### config.mk
export PLATFORM = sky130hd
export DESIGN_NAME = ptnc_csr
export DESIGN_NICKNAME = d
export VERILOG_FILES = /design/src/ptnc_pkg.sv /design/src/ptnc_csr.sv
export SDC_FILE = /design/constraint.sdc
export NUM_CORES = 1
export LEC_CHECK = 0
export ABC_AREA = 1
export BUFFER_PORTS_ARGS = -buffer_cell sky130_fd_sc_hd__clkbuf_2
export CORE_ASPECT_RATIO = 1.1
export CORE_UTILIZATION = 37
export CTS_CLUSTER_DIAMETER = 60
export DETAILED_ROUTE_END_ITERATION = 12
export GPL_ROUTABILITY_DRIVEN = 0
export HOLD_SLACK_MARGIN = 0.15
export PLACE_DENSITY = 0.85
export SLEW_MARGIN = 20
export SYNTH_ARGS = -nofsm -noshare
export SYNTH_HDL_FRONTEND = slang
export SYNTH_SLANG_ARGS = --single-unit
### constraint.sdc
create_clock -name clock -period 1 [get_ports clock]
set_input_delay 0.1 -clock clock [delete_from_list [all_inputs] [get_ports clock]]
set_output_delay 0.1 -clock clock [all_outputs]
set_load 0.05 [all_outputs]
### src/ptnc_pkg.sv
// Shared types, constants and the color class table of the palette tint block.
package ptnc_pkg;

   localparam int PALETTE_ENTRIES = 256;
   localparam int IDX_W           = $clog2(PALETTE_ENTRIES);
   localparam int CSR_ADDR_W      = 4;
   localparam int DIST_W          = 21;

   localparam int RMEAN_BASE_R = 512;
   localparam int RMEAN_BASE_B = 767;
   localparam int PCT_FULL     = 100;
   localparam int COMP_MAX     = 255;
   localparam int DIV100_MUL   = 5243;
   localparam int DIV100_SHIFT = 19;

   localparam logic [7:0] OVR_HIGH = 8'd109;
   localparam logic [7:0] OVR_LOW  = 8'd77;
   localparam logic [7:0] OVR_NEXT = 8'd78;

   localparam logic [6:0] BLEND_PERCENT_RESET = 7'd50;
   localparam logic       ADDITIVE_MODE_RESET = 1'b1;
   localparam logic [3:0] CLASS_MASK_RESET    = 4'd0;

   localparam logic [3:0] CLS_RED   = 4'b0001;
   localparam logic [3:0] CLS_WHITE = 4'b0010;
   localparam logic [3:0] CLS_GREEN = 4'b0100;
   localparam logic [3:0] CLS_BLUE  = 4'b1000;

   typedef enum logic [1:0] {
      REQ_WRITE   = 2'd0,
      REQ_TINT    = 2'd1,
      REQ_NEAREST = 2'd2
   } req_code_type;

   typedef struct packed {
      logic [6:0] blend_percent;
      logic       additive_mode;
      logic [3:0] class_mask;
   } cfg_type;

   typedef struct packed {
      logic capture;
      logic write_entry;
      logic scan_start;
      logic read_fore;
      logic read_back;
      logic cap_fore;
      logic cap_back;
      logic mix;
      logic quot;
      logic take_short;
      logic load_rsp;
   } cmd_type;

   typedef struct packed {
      logic shortcut;
      logic scan_done;
   } stat_type;

   function automatic logic [3:0] class_rom(input logic [7:0] idx);
      logic [3:0] cls;
      cls = '0;
      if (idx == 8'd4 || idx == 8'd224 || idx == 8'd225) begin
         cls = CLS_RED | CLS_BLUE;
      end else if ((idx >= 8'd16 && idx <= 8'd47) || idx == 8'd80) begin
         cls = CLS_RED;
      end else if (idx >= 8'd48 && idx <= 8'd63) begin
         cls = CLS_WHITE;
      end else if (idx >= 8'd112 && idx <= 8'd127) begin
         cls = CLS_GREEN;
      end else if ((idx >= 8'd192 && idx <= 8'd207) || (idx >= 8'd240 && idx <= 8'd247)) begin
         cls = CLS_BLUE;
      end else if ((idx >= 8'd160 && idx <= 8'd223) || (idx >= 8'd226 && idx <= 8'd231)
                   || idx == 8'd248 || idx == 8'd249) begin
         cls = CLS_RED;
      end
      return cls;
   endfunction

endpackage

### src/ptnc_csr.sv
// Configuration registers behind the APB-style port.
module ptnc_csr (
   input  logic                             clock,
   input  logic                             reset,
   input  logic                             csr_psel,
   input  logic                             csr_penable,
   input  logic                             csr_pwrite,
   input  logic [ptnc_pkg::CSR_ADDR_W-1:0]  csr_paddr,
   input  logic [31:0]                      csr_pwdata,
   output logic [31:0]                      csr_prdata,
   output logic                             csr_pready,
   output ptnc_pkg::cfg_type                cfg
);

   typedef enum logic [1:0] {
      CSR_BLEND_PERCENT = 2'd0,
      CSR_ADDITIVE_MODE = 2'd1,
      CSR_CLASS_MASK    = 2'd2
   } csr_index_type;

   ptnc_pkg::cfg_type cfg_ff, cfg_in;
   logic [1:0]        index;
   logic              wr_en;

   assign index      = csr_paddr[3:2];
   assign wr_en      = csr_psel && csr_penable && csr_pwrite;
   assign csr_pready = 1'b1;
   assign cfg        = cfg_ff;

   always_comb begin
      cfg_in = cfg_ff;
      if (wr_en) begin
         case (index)
            CSR_BLEND_PERCENT: cfg_in.blend_percent = csr_pwdata[6:0];
            CSR_ADDITIVE_MODE: cfg_in.additive_mode = csr_pwdata[0];
            CSR_CLASS_MASK:    cfg_in.class_mask    = csr_pwdata[3:0];
            default:           cfg_in = cfg_ff;
         endcase
      end
   end

   always_comb begin
      case (index)
         CSR_BLEND_PERCENT: csr_prdata = {25'd0, cfg_ff.blend_percent};
         CSR_ADDITIVE_MODE: csr_prdata = {31'd0, cfg_ff.additive_mode};
         CSR_CLASS_MASK:    csr_prdata = {28'd0, cfg_ff.class_mask};
         default:           csr_prdata = 32'd0;
      endcase
   end

   always_ff @(posedge clock) begin
      if (reset) begin
         cfg_ff.blend_percent <= ptnc_pkg::BLEND_PERCENT_RESET;
         cfg_ff.additive_mode <= ptnc_pkg::ADDITIVE_MODE_RESET;
         cfg_ff.class_mask    <= ptnc_pkg::CLASS_MASK_RESET;
      end else begin
         cfg_ff <= cfg_in;
      end
   end

endmodule

==> out/summary.txt <==
Post-synth cell types -> 14
Hold path cells -> 5
Die H -> 50.9 um
R2R Setup Slk -> 0.28 ns
Outcome -> finished, violations left
Setup TNS -> -0.442 ns
Final hold slack -> 0.153 ns
Number of endpoints failing setup at the final stage -> 7
CTS Root Cell -> clkbuf_4
Crit path max fanout -> 3
Num CTS Buffers -> 3
Worst R2R End -> cfg[7]
Critical R2R Launch -> cfg[7]
Residual DRC count -> 0
Fmax -> 888 MHz
Arr. time, crit path -> 1.03 ns
Hold Path Origin -> csr_pwdata[2]
Total grt overflow -> 0
Fin. max-slew vios -> 0
Most used routing layer -> met2
Die area -> 2360 um^2
Peak VDD IR -> 0.468 mV
Syn Inst Count -> 120
Synth top area share -> 0.299
CTS clk-pin slew, worst paths -> 0.08 ns
Crit-path cells -> a22o_4 -> buf_12
Per-cell routed wire length -> 9.79 um
Most common cell in the netlist -> buf_4
Lkg Pwr -> 0.647 nW
Share of layout cells above drive strength 1 -> 0.461
Vias per std cell -> 4.21
Largest area contributor in the netlist -> dfxtp_1
Pwr dens -> 1170 nW/um^2
Met3 GRT Util -> 0.0424
Starting DRT DRC Count -> 14
1st-pass router iterations -> 4
Max reg flops -> 12
Placeable Area -> 2020 um^2
Routed wire length -> 1890 um
Later-pin clock latency in the skew report -> 0.28 ns
DP Wirelength -> 1290 um
Hold worst-path end -> cfg[7]
#FFs+latches synth -> 12
Pwr Total -> 1.43 mW
CP Capture Type -> primary output
Syn avg cell area -> 6.69 um^2
Fin Clk Skew -> 0 ns
Ys flop type -> dfxtp_1
Post-synth top cells -> buf_4 (26), nand2_1 (22), nor2_1 (22)
Maxcap violations -> 0
Post-synth EDFFs -> 0
GRT Overall Usage -> 0.161
Failing checks -> setup timing
Crit path launch type -> register
Clock tree buffer depth -> 2
H-Tree Depth -> 1
Final Cell Area -> 1220 um^2
PortBufs -> 32
Met2 Usage GRT -> 0.289
Crit-path slowest cell -> dfxtp_2
Setup Crit Path Kind -> reg2out
Largest net degree at the start of global routing -> 13
Post-Syn Area -> 803 um^2
RSZ-0062 raised after global routing -> true
Overall die width -> 46.4 um
I/O pin count -> 86
Setup WS post-layout -> -0.126 ns
Met1 Track Usage GR -> 0.172
HP Class -> in2reg
Fin crit period -> 1.13 ns
Seq/Total Area, Yosys -> 0.299
Initial Utilization -> 0.398
Async S/R FF share, synth -> 0
First-pass GRT wire length -> 2730 um
Critical Path RT -> 0.90 ns
Number of global-route vias before repair -> 682
CP max stage delay -> 0.34 ns
Hold Vio Cnt, Final -> 0
Via count -> 813
Post-DRT Antenna Nets -> 0
TritonCTS clock tree -> yes
Crit share post-route -> 1.13
Dominant cells by area after synthesis -> dfxtp_1 (30%), buf_4 (24%), nand2_1 (10%)
Clk sinks -> 12
# rows -> 17
ANT cells -> 0
Dpl ws -> -0.0426 ns
Initial antenna violation count -> 0
Fillcell total -> 185
DP Area -> 998 um^2
Reg2reg path depth -> 3
Synthesis Warnings -> 0
Layout area overhead -> 51.6%
Nets -> 207
## layer usage
layer	vias to the layer above	wire length, um
met5	-	0
met4	0	28
met3	4	104
met2	32	964
met1	374	792
li1	403	-
## timing repair
item                                    4_1_cts  5_1_grt
hold buffers                                  5        0
endpoints found under the hold margin         6        0
pin swaps                                     7        3
setup buffers                                 2        1
endpoints found under the setup margin       12       12
resized for setup                            24       19
## cell families (layout without fill, tap and decap cells)
group           after synthesis  count (layout)  share of synthesized area
compound gates                3               3                     0.0327
buf+inv                      40              61                      0.310
flops                        12              12                      0.299
other cells                   2              26                    0.00935
simple gates                 63              63                      0.349
## cell usage in the layout (no fill, tap or decap)
cell           instances
a22o_2                 1
a22o_4                 2
buf_12                 2
buf_4                  9
buf_8                  5
clkbuf_2              13
clkbuf_4              14
clkbuf_8               1
conb_1                26
dfxtp_2               12
dlygate4sd3_1          5
inv_1                  7
inv_2                  5
nand2_1               19
nand2_2                3
nand2_4                1
nand3_1               14
nand3_2                1
nor2_1                18
nor2_2                 1
nor2_4                 6
## worst max-delay path: cells and delay by family (launching register included)
kind / cells / cell delay [ns]
AOI/OAI and AO/OA: 1 / 0.25
buffers and inverters: 1 / 0.15
DFF: 1 / 0.34
## worst max-delay path by stage
stage | endpoint | depth (start not counted) | startpoint | slack, ns
6_report | csr_prdata[1] | 2 | cfg[6] | -0.13
5_1_grt | csr_prdata[2] | 2 | cfg[7] | -0.15
4_1_cts | csr_prdata[2] | 2 | cfg[7] | -0.12
3_5_place_dp | csr_prdata[3] | 5 | csr_paddr[3] | -0.04
3_3_place_gp | csr_prdata[2] | 5 | csr_paddr[3] | -0.03
2_1_floorplan | csr_prdata[6] | 2 | cfg[11] | 0.009
## power by group
| part | total (mW) | switching, mW | internal, mW |
|---|---|---|---|
| Combinational | 0.524 | 0.395 | 0.129 |
| Clock | 0.405 | 0.183 | 0.222 |
| Sequential | 0.499 | 0.00944 | 0.490 |
## metrics by stage
stage	util	instances
after CTS	0.582	192
after global routing	0.602	193
after detailed placement	0.494	181
after floorplan	-	144
final	0.602	193
after global placement	0.494	181
## final cells by class
class	instances	area [um^2]	share of cell area
Timing Repair Buffer	45	380	0.312
Clock buffer	4	36.3	0.0298
Sequential cell	12	255	0.210
Tap cell	28	35.0	0.0288
Multi-Input combinational cell	92	465	0.382
Inverter	12	45.0	0.0370
(Power assumes the default switching activity.)
