$ cat config.mk
export PLATFORM = sky130hd
export DESIGN_NAME = ptnc_ctrl
export DESIGN_NICKNAME = d
export VERILOG_FILES = /design/src/ptnc_pkg.sv /design/src/ptnc_ctrl.sv
export SDC_FILE = /design/constraint.sdc
export NUM_CORES = 1
export LEC_CHECK = 0
export BUFFER_PORTS_ARGS = -buffer_cell sky130_fd_sc_hd__buf_4
export CAP_MARGIN = 20
export CORE_AREA = 2 2 39 41
export CTS_CLUSTER_DIAMETER = 30
export DETAILED_ROUTE_END_ITERATION = 6
export DIE_AREA = 0 0 41 43
export PLACE_DENSITY = 0.7
export REMOVE_ABC_BUFFERS = 1
export SLEW_MARGIN = 10
export SYNTH_ARGS = -nofsm -noshare
export SYNTH_HDL_FRONTEND = slang
export SYNTH_SLANG_ARGS = --single-unit
$ cat constraint.sdc
create_clock -name clock -period 3.91 [get_ports clock]
set_clock_uncertainty 0.2 [all_clocks]
set_input_delay 0.5865 -clock clock [delete_from_list [all_inputs] [get_ports clock]]
set_output_delay 0.5865 -clock clock [all_outputs]
set_load 0.01 [all_outputs]
$ cat src/ptnc_pkg.sv
// Shared types, constants and the color class table of the palette tint block.
package ptnc_pkg;

   localparam int PALETTE_ENTRIES = 256;
   localparam int IDX_W           = $clog2(PALETTE_ENTRIES);
   localparam int CSR_ADDR_W      = 4;
   localparam int DIST_W          = 21;

   localparam int RMEAN_BASE_R = 512;
   localparam int RMEAN_BASE_B = 767;
   localparam int PCT_FULL     = 100;
   localparam int COMP_MAX     = 255;
   localparam int DIV100_MUL   = 5243;
   localparam int DIV100_SHIFT = 19;

   localparam logic [7:0] OVR_HIGH = 8'd109;
   localparam logic [7:0] OVR_LOW  = 8'd77;
   localparam logic [7:0] OVR_NEXT = 8'd78;

   localparam logic [6:0] BLEND_PERCENT_RESET = 7'd50;
   localparam logic       ADDITIVE_MODE_RESET = 1'b1;
   localparam logic [3:0] CLASS_MASK_RESET    = 4'd0;

   localparam logic [3:0] CLS_RED   = 4'b0001;
   localparam logic [3:0] CLS_WHITE = 4'b0010;
   localparam logic [3:0] CLS_GREEN = 4'b0100;
   localparam logic [3:0] CLS_BLUE  = 4'b1000;

   typedef enum logic [1:0] {
      REQ_WRITE   = 2'd0,
      REQ_TINT    = 2'd1,
      REQ_NEAREST = 2'd2
   } req_code_type;

   typedef struct packed {
      logic [6:0] blend_percent;
      logic       additive_mode;
      logic [3:0] class_mask;
   } cfg_type;

   typedef struct packed {
      logic capture;
      logic write_entry;
      logic scan_start;
      logic read_fore;
      logic read_back;
      logic cap_fore;
      logic cap_back;
      logic mix;
      logic quot;
      logic take_short;
      logic load_rsp;
   } cmd_type;

   typedef struct packed {
      logic shortcut;
      logic scan_done;
   } stat_type;

   function automatic logic [3:0] class_rom(input logic [7:0] idx);
      logic [3:0] cls;
      cls = '0;
      if (idx == 8'd4 || idx == 8'd224 || idx == 8'd225) begin
         cls = CLS_RED | CLS_BLUE;
      end else if ((idx >= 8'd16 && idx <= 8'd47) || idx == 8'd80) begin
         cls = CLS_RED;
      end else if (idx >= 8'd48 && idx <= 8'd63) begin
         cls = CLS_WHITE;
      end else if (idx >= 8'd112 && idx <= 8'd127) begin
         cls = CLS_GREEN;
      end else if ((idx >= 8'd192 && idx <= 8'd207) || (idx >= 8'd240 && idx <= 8'd247)) begin
         cls = CLS_BLUE;
      end else if ((idx >= 8'd160 && idx <= 8'd223) || (idx >= 8'd226 && idx <= 8'd231)
                   || idx == 8'd248 || idx == 8'd249) begin
         cls = CLS_RED;
      end
      return cls;
   endfunction

endpackage

$ cat src/ptnc_ctrl.sv
// Sequencer that steps writes, tint lookups and palette searches.
module ptnc_ctrl (
   input  logic                clock,
   input  logic                reset,
   input  logic                req_valid,
   output logic                req_ready,
   input  logic [1:0]          req_type,
   output logic                rsp_valid,
   input  logic                rsp_ready,
   input  ptnc_pkg::stat_type  stat,
   output ptnc_pkg::cmd_type   cmd
);

   typedef enum logic [3:0] {
      ST_IDLE,
      ST_CHECK,
      ST_RD_BACK,
      ST_CAP_BACK,
      ST_MIX,
      ST_QUOT,
      ST_SCAN_START,
      ST_SCAN,
      ST_FINISH
   } state_type;

   state_type state_ff, state_in;
   logic      rsp_valid_ff, rsp_valid_in;

   assign req_ready = (state_ff == ST_IDLE);
   assign rsp_valid = rsp_valid_ff;

   always_comb begin
      state_in     = state_ff;
      rsp_valid_in = rsp_valid_ff;
      cmd          = '0;
      if (rsp_valid_ff && rsp_ready) begin
         rsp_valid_in = 1'b0;
      end
      case (state_ff)
         ST_IDLE: begin
            if (req_valid) begin
               cmd.capture = 1'b1;
               case (req_type)
                  ptnc_pkg::REQ_WRITE:   cmd.write_entry = 1'b1;
                  ptnc_pkg::REQ_TINT:    state_in = ST_CHECK;
                  ptnc_pkg::REQ_NEAREST: state_in = ST_SCAN_START;
                  default:               state_in = ST_IDLE;
               endcase
            end
         end
         ST_CHECK: begin
            if (stat.shortcut) begin
               cmd.take_short = 1'b1;
               state_in       = ST_FINISH;
            end else begin
               cmd.read_fore = 1'b1;
               state_in      = ST_RD_BACK;
            end
         end
         ST_RD_BACK: begin
            cmd.read_back = 1'b1;
            cmd.cap_fore  = 1'b1;
            state_in      = ST_CAP_BACK;
         end
         ST_CAP_BACK: begin
            cmd.cap_back = 1'b1;
            state_in     = ST_MIX;
         end
         ST_MIX: begin
            cmd.mix  = 1'b1;
            state_in = ST_QUOT;
         end
         ST_QUOT: begin
            cmd.quot = 1'b1;
            state_in = ST_SCAN_START;
         end
         ST_SCAN_START: begin
            cmd.scan_start = 1'b1;
            state_in       = ST_SCAN;
         end
         ST_SCAN: begin
            if (stat.scan_done) begin
               state_in = ST_FINISH;
            end
         end
         ST_FINISH: begin
            // The result waits here while the previous transaction is still unread.
            if (!rsp_valid_ff || rsp_ready) begin
               cmd.load_rsp = 1'b1;
               rsp_valid_in = 1'b1;
               state_in     = ST_IDLE;
            end
         end
         default: state_in = ST_IDLE;
      endcase
   end

   always_ff @(posedge clock) begin
      if (reset) begin
         state_ff     <= ST_IDLE;
         rsp_valid_ff <= 1'b0;
      end else begin
         state_ff     <= state_in;
         rsp_valid_ff <= rsp_valid_in;
      end
   end

endmodule

==> key figures <==
Status
  • Status: finished, final reports clean

Logic synthesis
  • Dominant cells by area after synthesis: dfxtp_1 24%, nor3_1 5.9%, nor4_4 5.0%
  • Xor/xnor share of the synthesized area: 0
  • Post-synthesis sequential area ratio: 0.236
  • Top-area cell type share of the netlist area: 0.236
  • Synth Cell Area: around 420 sq um
  • Area leader, netlist: dfxtp_1
  • Largest family of logic cells by synthesized area: simple AND/OR/NAND/NOR gates
  • Ys Warns: 0
  • Top cells by count, synth: 5 x dfxtp_1, 5 x nor3_1, 4 x nor2_1, 3 x nand2_1
  • Register bit total from synthesis: 5
  • Main synth FF type: dfxtp_1
  • Asr flop ratio synth: 0
  • Synth Area in Compound Gates: 0.245
  • EDFF count, synth: 0
  • Post-Synthesis Cells: 53
  • Post-synthesis cell type count: 30
  • Post-Synth Simple-Gate Area: 0.425
  • Mux cell area share after synthesis: 0
  • Adder-Cell Fraction of Synth Area: 0
  • Mean Syn Cell Area: 8.00 sq um

Clock tree
  • Post_cts resized: 0
  • Clock-pin slew on the worst setup and hold paths: around 0.050 ns
  • CTS sink cnt: 5
  • CTS Root Cell: clkbuf_4
  • H-Tree Depth: 1
  • Post-CTS Setup Inserts: 0
  • Worst skew pair latency: 0.24 ns
  • Clock buffer depth: 2
  • Inserted Clock Buffers: 3
  • CTS tree: built
  • # hold bufs at CTS: 0

Placement
  • DP Wirelength: just under 800 um
  • IO Port Bufs: 20
  • Area after DPL: between 500 and 600 sq um
  • Placer congestion estimate: approximately 0.83

Worst hold path
  • Hold worst-path end: rsp_valid$_SDFF_PP0_
  • Worst min-delay path class: flop to flop
  • Hold path cells: 2
  • Hold path start: rsp_valid$_SDFF_PP0_

Cells and area
  • Design area: between 500 and 600 sq um
  • Multi-input logic area: between 200 and 300 sq um
  • Fill count: between 100 and 150
  • Final net count: 81
  • Share of post-route cells with drive strength above 1: 0.361
  • Syn-to-layout area delta: 38.6%
  • N_diodes: 0
  • Seq. cell area: 100 sq um

STA
  • Final Max Tran Viols: 0
  • Fin crit period: ~2.4 ns
  • Final setup violating endpoints: 0
  • Period utilization: 0.609
  • Slew @ Worst Pin: ~0.55 ns
  • FMAX: approximately 420 MHz
  • Setup TNS: 0 ns
  • Normalized max-slew margin: 0.635
  • Hold Violations, Final: 0
  • RSZ-0062 raised after global routing: no

Detailed routing
  • Via/cell ratio: roughly 5.5
  • WL final: 1060 um
  • Post-DRT Antenna Nets: 0
  • Met2 wire len: between 500 and 600 um
  • Number of remaining DRC errors: 0
  • WL/cell: 12.0 um
  • DRT met1 WL: between 400 and 500 um
  • DRT Pass-1 Iters: 4
  • Top Metal Used: met3
  • Initial drt markers: 11
  • Met3 Routed Length: about 86 um
  • Vias: around 480

Pwr
  • Logic pwr share: 0.308
  • NetSw: 0.0610 mW
  • Seq pwr share: 0.355
  • Total power: between 0.15 and 0.2 mW
  • Sw frac: 0.329
  • Max VDD drop: roughly 0.11 mV
  • Clock share of power: 0.338
  • PwrDens: 315 nW/um^2
  • Cell Int Power: ~0.12 mW
  • Leakage: between 0.2 and 0.3 nW

Worst setup path
  • CP Data Required Time: approximately 3.1 ns
  • Reg-to-reg endpoint: state_ff[1]$_SDFFE_PP0P_
  • Worst setup SP type: flop
  • Worst reg2reg setup slack: roughly 2.2 ns
  • Crit path max fanout: 14
  • R2R Path Start: state_ff[1]$_SDFFE_PP0P_
  • Critical path type: flop to primary output
  • R2R depth: 3
  • CP arrival: approximately 1.6 ns
  • Critical Path Sink Type: primary output

Global routing
  • Grt ovf: 0
  • Largest net degree at the start of global routing: 16
  • GR Util All Layers: 0.135
  • Global-route wire length before repair: around 1700 um
  • Antenna violations before repair: 0
  • Vias in the first global route: between 300 and 400

Floorplan
  • # rows: 14
  • Starting Density: 0.307
  • Number of I/O pins: 21
  • Die span in y: between 40 and 50 um
  • Die width: 41 um
  • Core Region: about 1400 sq um
  • Area of the die: approximately 1800 sq um

Job
  • Max-Cap Viols: 0
-- layer usage --
metal  vias up  GRT usage
met4         0     0.0600
met1       216      0.194
li1        237          -
met5         -          0
met3         0          0
met2        28      0.203
-- worst max-delay path, stage by stage (launching register included) --
cell     delay [ns]
dfxtp_1        0.45
nor4_4         0.38
and2_1         0.19
nor3b_1        0.18
buf_4          0.15
-- kinds of logic (layout without fill, tap and decap cells) --
family | after synthesis | in the layout
flops | 5 | 5
compound gates | 14 | 14
buf+inv | 7 | 26
simple gates | 27 | 27
-- power by group through the flow --
stage	logic [mW]	clock network [mW]	registers, mW
final	0.0570	0.0626	0.0657
after global routing	0.0630	0.0650	0.0669
after CTS	0.0576	0.0623	0.0654
after detailed placement	0.0570	0	0.0664
after global placement	0.0563	0	0.0661
after floorplan	0.0320	0	0.0638
-- worst max path at each step --
stage / start / end / slack, ns / depth (start not counted)
6_report: state_ff[2]$_SDFFE_PP0P_ / cmd[9] / 1.53 / 4
5_1_grt: state_ff[2]$_SDFFE_PP0P_ / cmd[9] / 1.38 / 4
3_5_place_dp: state_ff[2]$_SDFFE_PP0P_ / cmd[9] / 1.81 / 4
2_1_floorplan: state_ff[2]$_SDFFE_PP0P_ / cmd[9] / 1.76 / 3
3_3_place_gp: state_ff[2]$_SDFFE_PP0P_ / cmd[9] / 1.86 / 4
4_1_cts: state_ff[2]$_SDFFE_PP0P_ / cmd[9] / 1.52 / 4
-- placed cells by master, fill, tap and decap left out, types with 2 or more instances in the layout --
| master | n |
|---|---|
| buf_4 | 20 |
| nor3_1 | 5 |
| dfxtp_1 | 5 |
| nor2_1 | 4 |
| nand2_1 | 3 |
| clkbuf_4 | 3 |
| nand2b_1 | 2 |
| inv_1 | 2 |
| nor4b_1 | 2 |
| nor2b_1 | 2 |
| a21oi_1 | 2 |
| o21ai_0 | 2 |
| a211o_1 | 2 |
| o31ai_1 | 2 |
| a21o_1 | 2 |
-- layout make-up --
type | count | area share
repair buffers | 20 | 0.255
flip-flops and latches | 5 | 0.170
well taps | 16 | 0.0340
inverters | 2 | 0.0128
multi-input cells | 41 | 0.483
clock buffers | 4 | 0.0447
-- registers in the layout, indices dropped and copies added, names as in the netlist --
signal     cells
rsp_valid      1
state_ff       4
-- metrics by stage --
step | hold WS [ns] | cells | utilization | setup WS, ns
2_1_floorplan | 0.291 | 48 | - | 1.76
3_3_place_gp | 0.266 | 84 | 0.406 | 1.86
3_5_place_dp | 0.270 | 84 | 0.406 | 1.81
4_1_cts | 0.279 | 88 | 0.425 | 1.52
5_1_grt | 0.316 | 88 | 0.425 | 1.38
6_report | 0.276 | 88 | 0.425 | 1.53
Power figures use the tool's default switching activity.
